File: src/rtl/rcfd_pkg.sv
// ----------------------------------------------------------------------------
// Remote-control frame decoder package
// Types and constants shared by the byte collector and the frame decoder.
// ----------------------------------------------------------------------------
package rcfd_pkg;

  localparam int CNT_W     = 6;
  localparam int CH_W      = 11;
  localparam int SW_W      = 2;
  localparam int OUT_TDATA_W = 64;

  // Transaction kinds on the input channel (carried in tuser).
  localparam logic OP_DATA = 1'b0;
  localparam logic OP_IDLE = 1'b1;

  // Switch position codes.
  localparam logic [SW_W-1:0] SW_KEEP = 2'd0;
  localparam logic [SW_W-1:0] SW_UP   = 2'd1;
  localparam logic [SW_W-1:0] SW_DOWN = 2'd2;
  localparam logic [SW_W-1:0] SW_MID  = 2'd3;

  // Control modes selected by switch 1.
  localparam logic [1:0] MODE_UP   = 2'd0;
  localparam logic [1:0] MODE_MID  = 2'd1;
  localparam logic [1:0] MODE_DOWN = 2'd2;

  localparam logic [CH_W-1:0] CH_CENTER = 11'd1024;

  // Frame byte positions that carry decoded fields.
  localparam int SW_BYTE    = 5;
  localparam int WHEEL_LO_B = 16;
  localparam int WHEEL_HI_B = 17;

  typedef struct packed {
    logic [7:0] b17;
    logic [7:0] b16;
    logic [7:0] b5;
    logic [7:0] b4;
    logic [7:0] b3;
    logic [7:0] b2;
    logic [7:0] b1;
    logic [7:0] b0;
  } frame_t;

  // First member sits in the highest bits, so right_horizontal lands at bit 0.
  typedef struct packed {
    logic                   middle_key;
    logic [1:0]             ctrl_mode;
    logic [SW_W-1:0]        right_switch;
    logic [SW_W-1:0]        left_switch;
    logic signed [CH_W-1:0] wheel_value;
    logic signed [CH_W-1:0] left_vertical;
    logic signed [CH_W-1:0] left_horizontal;
    logic signed [CH_W-1:0] right_vertical;
    logic signed [CH_W-1:0] right_horizontal;
  } result_t;

  localparam int RES_W = $bits(result_t);

endpackage

File: src/rtl/rcfd_collect.sv
// ----------------------------------------------------------------------------
// Remote-control frame byte collector
// Counts received bytes, stores the first frame's worth and hands a complete
// frame to the decoder when a line-idle transaction closes it.
// ----------------------------------------------------------------------------
module rcfd_collect import rcfd_pkg::*; #(
  parameter int FRAME_BYTES = 18,
  parameter int MAX_BYTES   = 36
) (
  input  logic       clk,
  input  logic       rst_n,
  input  logic       in_tvalid,
  input  logic       in_tready,
  input  logic [7:0] in_tdata,
  input  logic       in_tuser,
  input  logic       dec_ready,
  output logic       frame_valid,
  output frame_t     frame
);

  localparam int IDX_W = $clog2(FRAME_BYTES);
  localparam logic [CNT_W-1:0] FRAME_CNT = CNT_W'(FRAME_BYTES);
  localparam logic [CNT_W-1:0] MAX_CNT   = CNT_W'(MAX_BYTES);

  logic [7:0]       store_r [FRAME_BYTES];
  logic [CNT_W-1:0] count_r, count_nxt;
  logic             frame_valid_r, frame_valid_nxt;
  frame_t           frame_r, frame_nxt;
  logic             in_acc;
  logic             store_wr;

  assign in_acc   = in_tvalid && in_tready;
  assign store_wr = in_acc && (in_tuser == OP_DATA) && (count_r < FRAME_CNT);

  always_comb begin
    count_nxt       = count_r;
    frame_valid_nxt = frame_valid_r;
    if (dec_ready) begin
      frame_valid_nxt = 1'b0;
    end
    if (in_acc) begin
      if (in_tuser == OP_DATA) begin
        if (count_r < MAX_CNT) begin
          count_nxt = count_r + CNT_W'(1);
        end
      end else begin
        count_nxt = '0;
        if (count_r == FRAME_CNT) begin
          frame_valid_nxt = 1'b1;
        end
      end
    end
  end

  // Snapshot of the bytes that carry fields, taken as the frame closes.
  always_comb begin
    frame_nxt = frame_r;
    if (in_acc && (in_tuser == OP_IDLE) && (count_r == FRAME_CNT)) begin
      frame_nxt.b0  = store_r[0];
      frame_nxt.b1  = store_r[1];
      frame_nxt.b2  = store_r[2];
      frame_nxt.b3  = store_r[3];
      frame_nxt.b4  = store_r[4];
      frame_nxt.b5  = store_r[SW_BYTE];
      frame_nxt.b16 = store_r[WHEEL_LO_B];
      frame_nxt.b17 = store_r[WHEEL_HI_B];
    end
  end

  always_ff @(posedge clk) begin
    if (store_wr) begin
      store_r[count_r[IDX_W-1:0]] <= in_tdata;
    end
  end

  always_ff @(posedge clk) begin
    frame_r <= frame_nxt;
    if (!rst_n) begin
      count_r       <= '0;
      frame_valid_r <= 1'b0;
    end else begin
      count_r       <= count_nxt;
      frame_valid_r <= frame_valid_nxt;
    end
  end

  assign frame_valid = frame_valid_r;
  assign frame       = frame_r;

endmodule

File: src/rtl/rcfd_decode.sv
// ----------------------------------------------------------------------------
// Remote-control frame decoder stage
// Unpacks the channels and switches of a complete frame, updates the held
// control mode and middle key, and holds the result for the output channel.
// ----------------------------------------------------------------------------
module rcfd_decode import rcfd_pkg::*; (
  input  logic                   clk,
  input  logic                   rst_n,
  input  logic                   frame_valid,
  input  frame_t                 frame,
  output logic                   dec_ready,
  output logic                   out_tvalid,
  input  logic                   out_tready,
  output logic [OUT_TDATA_W-1:0] out_tdata
);

  logic            out_valid_r, out_valid_nxt;
  result_t         res_r, res_nxt;
  logic [1:0]      mode_r, mode_nxt;
  logic            key_r, key_nxt;
  logic [SW_W-1:0] sw1;
  logic [SW_W-1:0] sw2;
  logic            load;
  logic [CH_W-1:0] raw_rh, raw_rv, raw_lh, raw_lv, raw_wh;

  assign dec_ready = !out_valid_r || out_tready;
  assign load      = frame_valid && dec_ready;

  assign sw1 = frame.b5[7:6];
  assign sw2 = frame.b5[5:4];

  // Channels are packed back to back, least significant bit first.
  assign raw_rh = {frame.b1[2:0], frame.b0};
  assign raw_rv = {frame.b2[5:0], frame.b1[7:3]};
  assign raw_lh = {frame.b4[0], frame.b3, frame.b2[7:6]};
  assign raw_lv = {frame.b5[3:0], frame.b4[7:1]};
  assign raw_wh = {frame.b17[2:0], frame.b16};

  always_comb begin
    mode_nxt = mode_r;
    key_nxt  = key_r;
    unique case (sw1)
      SW_UP:   mode_nxt = MODE_UP;
      SW_DOWN: mode_nxt = MODE_DOWN;
      SW_MID: begin
        mode_nxt = MODE_MID;
        key_nxt  = (sw2 == SW_UP);
      end
      SW_KEEP: mode_nxt = mode_r;
    endcase
  end

  always_comb begin
    res_nxt                  = res_r;
    out_valid_nxt            = out_valid_r && !out_tready;
    if (load) begin
      out_valid_nxt            = 1'b1;
      res_nxt.right_horizontal = raw_rh - CH_CENTER;
      res_nxt.right_vertical   = raw_rv - CH_CENTER;
      res_nxt.left_horizontal  = raw_lh - CH_CENTER;
      res_nxt.left_vertical    = raw_lv - CH_CENTER;
      res_nxt.wheel_value      = raw_wh - CH_CENTER;
      res_nxt.left_switch      = sw1;
      res_nxt.right_switch     = sw2;
      res_nxt.ctrl_mode        = mode_nxt;
      res_nxt.middle_key       = key_nxt;
    end
  end

  always_ff @(posedge clk) begin
    res_r <= res_nxt;
    if (!rst_n) begin
      out_valid_r <= 1'b0;
      mode_r      <= MODE_UP;
      key_r       <= 1'b0;
    end else begin
      out_valid_r <= out_valid_nxt;
      if (load) begin
        mode_r <= mode_nxt;
        key_r  <= key_nxt;
      end
    end
  end

  assign out_tvalid = out_valid_r;
  assign out_tdata  = {(OUT_TDATA_W - RES_W)'(0), res_r};

endmodule

File: src/rtl/rc_receiver_frame_decoder.sv
// A closed frame is held in the collector's frame register, then decoded into the result register.
// Throughput: one input transaction per cycle; input stalls only while a closed frame
// waits behind a stalled result.
// Data-byte transactions and badly sized frames produce no result.
// Reset (rst_n low, synchronous) clears the byte count, held mode and middle key.
// The frame store is not cleared; only bytes of the current frame are ever decoded.
// ----------------------------------------------------------------------------
// Remote-control receiver frame decoder
// Collects serial bytes into frames and decodes stick, wheel and switch fields.
// ----------------------------------------------------------------------------
module rc_receiver_frame_decoder import rcfd_pkg::*; #(
  parameter int FRAME_BYTES = 18,
  parameter int MAX_BYTES   = 36
) (
  input  logic                   clk,
  input  logic                   rst_n,
  input  logic                   in_tvalid,
  output logic                   in_tready,
  input  logic [7:0]             in_tdata,   // [7:0] data_byte
  input  logic                   in_tuser,   // [0] opcode
  output logic                   out_tvalid,
  input  logic                   out_tready,
  // [10:0] right_horizontal, [21:11] right_vertical, [32:22] left_horizontal,
  // [43:33] left_vertical, [54:44] wheel_value, [56:55] left_switch,
  // [58:57] right_switch, [60:59] ctrl_mode, [61] middle_key, [63:62] zero
  output logic [OUT_TDATA_W-1:0] out_tdata
);

  logic   frame_valid;
  frame_t frame;
  logic   dec_ready;

  assign in_tready = !frame_valid || dec_ready;

  rcfd_collect #(
    .FRAME_BYTES (FRAME_BYTES),
    .MAX_BYTES   (MAX_BYTES)
  ) u_collect (
    .clk         (clk),
    .rst_n       (rst_n),
    .in_tvalid   (in_tvalid),
    .in_tready   (in_tready),
    .in_tdata    (in_tdata),
    .in_tuser    (in_tuser),
    .dec_ready   (dec_ready),
    .frame_valid (frame_valid),
    .frame       (frame)
  );

  rcfd_decode u_decode (
    .clk         (clk),
    .rst_n       (rst_n),
    .frame_valid (frame_valid),
    .frame       (frame),
    .dec_ready   (dec_ready),
    .out_tvalid  (out_tvalid),
    .out_tready  (out_tready),
    .out_tdata   (out_tdata)
  );

endmodule

File: config.mk
export PLATFORM = sky130hd
export DESIGN_NAME = rc_receiver_frame_decoder
export DESIGN_NICKNAME = d
export VERILOG_FILES = /design/src/rtl/rcfd_pkg.sv /design/src/rtl/rcfd_collect.sv /design/src/rtl/rcfd_decode.sv /design/src/rtl/rc_receiver_frame_decoder.sv
export SDC_FILE = /design/constraint.sdc
export NUM_CORES = 1
export LEC_CHECK = 0
export BUFFER_PORTS_ARGS = -buffer_cell sky130_fd_sc_hd__buf_2
export CAP_MARGIN = 20
export CORE_ASPECT_RATIO = 0.8
export CORE_MARGIN = 1
export CORE_UTILIZATION = 30
export CTS_CLUSTER_DIAMETER = 40
export DETAILED_ROUTE_END_ITERATION = 10
export SLEW_MARGIN = 20
export SYNTH_ARGS = -nofsm -noshare
export SYNTH_HDL_FRONTEND = slang
export SYNTH_SLANG_ARGS = --single-unit
File: constraint.sdc
create_clock -name clk -period 12.02 [get_ports clk]
set_input_delay 1.803 -clock clk [delete_from_list [all_inputs] [get_ports clk]]
set_output_delay 1.803 -clock clk [all_outputs]
set_load 0.01 [all_outputs]
==> metrics <==
WS Path Type=primary input to output pin; Finish-stage setup viols=0; hold_buf cts=0; layout cell share with drive strength beyond 1=0.289; Setup crit end kind=output pin; Register Area=5630 sq um; post-synthesis mux area share=0; post-synthesis xor/xnor area fraction=0; pre-CTS setup slack=7.57 ns; final WL=10.4 mm; core footprint=20000 sq um; Final Util=0.375; Final WS setup=7.55 ns; clock skew=0.0157 ns; initial core utilization=0.310; #FFs+latches synth=191; largest net degree at the start of global routing=60; Max Root-Sink Buffers=2; Post-Synth Simple-Gate Area=0.0468; CTS Root Cell=clkbuf_16; CP required=10.22 ns; first-pass GRT wire length=15.5 mm; hold slack=~0.41 ns; vias=2693; DR DRC count=0; drt via density=4.14; multi-input logic area=roughly 500 sq um; Setup Buffers After CTS=0; most common cell after layout, fill and taps aside=edfxtp_1; hpwl dp=6.71 mm; top_reg_cell synth=edfxtp_1; slew margin rel.=0.495; asr flop ratio synth=0; most frequent cells in the layout=180 x edfxtp_1, 76 x buf_2, 17 x clkbuf_16, 12 x nand2_1, 12 x inv_1; register area share after synthesis=0.907; IO buf count=76; Worst-path clk slew=0.07 ns; count of final max-slew check failures=0; CTS sink count=191; HP Class=flip-flop to flip-flop; Die W=between 150 and 200 microns; pwr dens=between 150 and 200 nW/um^2; adder-cell share of the synthesized area=0.00807; CTS tree=done; initial drt markers=171; Max-Cap Viols=0; GRT Overall Usage=0.103; final hold vios=0; post-synthesis cell count=281; Post-synth EDFFs=180; Routed WL per cell=15.9 microns; worst-path fanout max=8; num ports=79; largest family of logic cells by synthesized area=simple AND/OR/NAND/NOR gates; RSZ-0062 raised after global routing=no; Yosys cell types=36; Worst EP arrival=2.67 ns; YS warnings=0; synthesis-to-layout area growth=21.2%; Max Clock Freq=224 MHz; die height=approximately 130 microns; GRT overflow=0; post-route ant nets=0; Power Total=0.00131 W; # fillers=1827; antenna violations before repair=0; ant diodes=0; total negative slack=0 ns; Max IR drop VDD=0.0000793 V; Total Nets Final=391; GP Congestion=0.749; 1st-pass router iterations=4; status=completed; H-tree depth=4; startpoint types=primary input; vias in the first global route=2595; final cycle utilization of the critical path=0.372; Rows=46; Compound-Gate Fraction of Synth Area=0.0250; Mapped Area=6200 sq um; synthesized area per cell=22.1 sq um; worst skew pair latency=0.42 ns; CTS buffer count=17; LEAKAGE=2.57 nW; Period minus WS final=around 4.5 ns; Worst-Margin Slew=roughly 0.76 ns; CTS resizes=0; total die area=21300 sq um
## cells in the mapped netlist, drive strengths merged, types with 2 or more instances
cell    count  area, sq um
nand2      12         45.0
nand2b      3         18.8
a21oi       4         20.0
inv        12         45.0
o22ai       3         18.8
o32ai       2         17.5
dfxtp      11          220
nand3       4         20.0
a211oi      2         15.0
nor2        6         22.5
nand4       2         12.5
edfxtp    180         5410
ha          4         50.1
a311oi      2         17.5
clkbuf      2         8.75
o211a       2         20.0
and4b       4         40.0
and2        8         50.1
buf         3         26.3
## power breakdown
part / total (W) / leakage [nW] / switching (W) / internal, W
sequential: 0.000723 / 1.71 / 0.000000970 / 0.000722
clock: 0.000572 / 0.293 / 0.000238 / 0.000334
combinational: 0.0000119 / 0.570 / 0.00000839 / 0.00000354
total: 0.00131 / 2.57 / 0.000248 / 0.00106
## metal layers
layer | routed length [microns] | vias up | part of all wire | track usage
met5 | 0 | - | 0 | 0
met4 | 59 | 0 | 0.0057 | 0.0313
met3 | 686 | 5 | 0.066 | 0.0426
met2 | 4960 | 75 | 0.48 | 0.159
met1 | 4650 | 1334 | 0.45 | 0.132
li1 | - | 1279 | - | -
## sequential cells by signal (all words and copies together), names as in the netlist
| register | cells |
|---|---|
| u_collect.count_r | 6 |
| u_collect.frame_valid | 1 |
| u_decode.key_r | 1 |
| u_decode.out_tvalid | 1 |
| u_decode.mode_r | 2 |
| u_collect.frame | 59 |
| u_collect.store_r | 59 |
| u_decode.out_tdata | 62 |
## stage by stage
step                      cells  instance area, sq um
after floorplan             282                  6210
after global placement      619                  6910
after detailed placement    619                  6910
after CTS                   651                  7520
after global routing        651                  7520
final                       651                  7520
## worst max-delay path: stages
cell and delay (ns):
buf_2 0.10, and3b_1 0.39, inv_1 0.19, buf_2 0.18
## final timing paths
kind / slack (ns) / startpoint / endpoint / cells past startpoint
max reg2reg: 9.80 / u_collect.frame_valid / u_collect.frame[53] / 5
min reg2reg: 0.41 / u_collect.store_r[2][4] / u_collect.frame[20] / 0
min: 0.41 / u_collect.store_r[2][4] / u_collect.frame[20] / 0
max: 7.55 / out_tready / in_tready / 4
## logic make-up (layout without fill, tap and decap cells)
| family | Yosys count | after routing |
|---|---|---|
| flops | 191 | 191 |
| other cells | 1 | 2 |
| simple gates | 48 | 48 |
| compound gates | 20 | 20 |
| buf+inv | 17 | 122 |
| fa+ha+maj | 4 | 4 |
## layout make-up
type                    count  share of cell area
inverters                  12             0.00599
clock buffers              20              0.0581
repair buffers             78              0.0526
clock inverters            12              0.0230
well taps                 264              0.0439
flip-flops and latches    191               0.748
multi-input cells          74              0.0681
No activity file was read; power rests on OpenSTA's default activity.
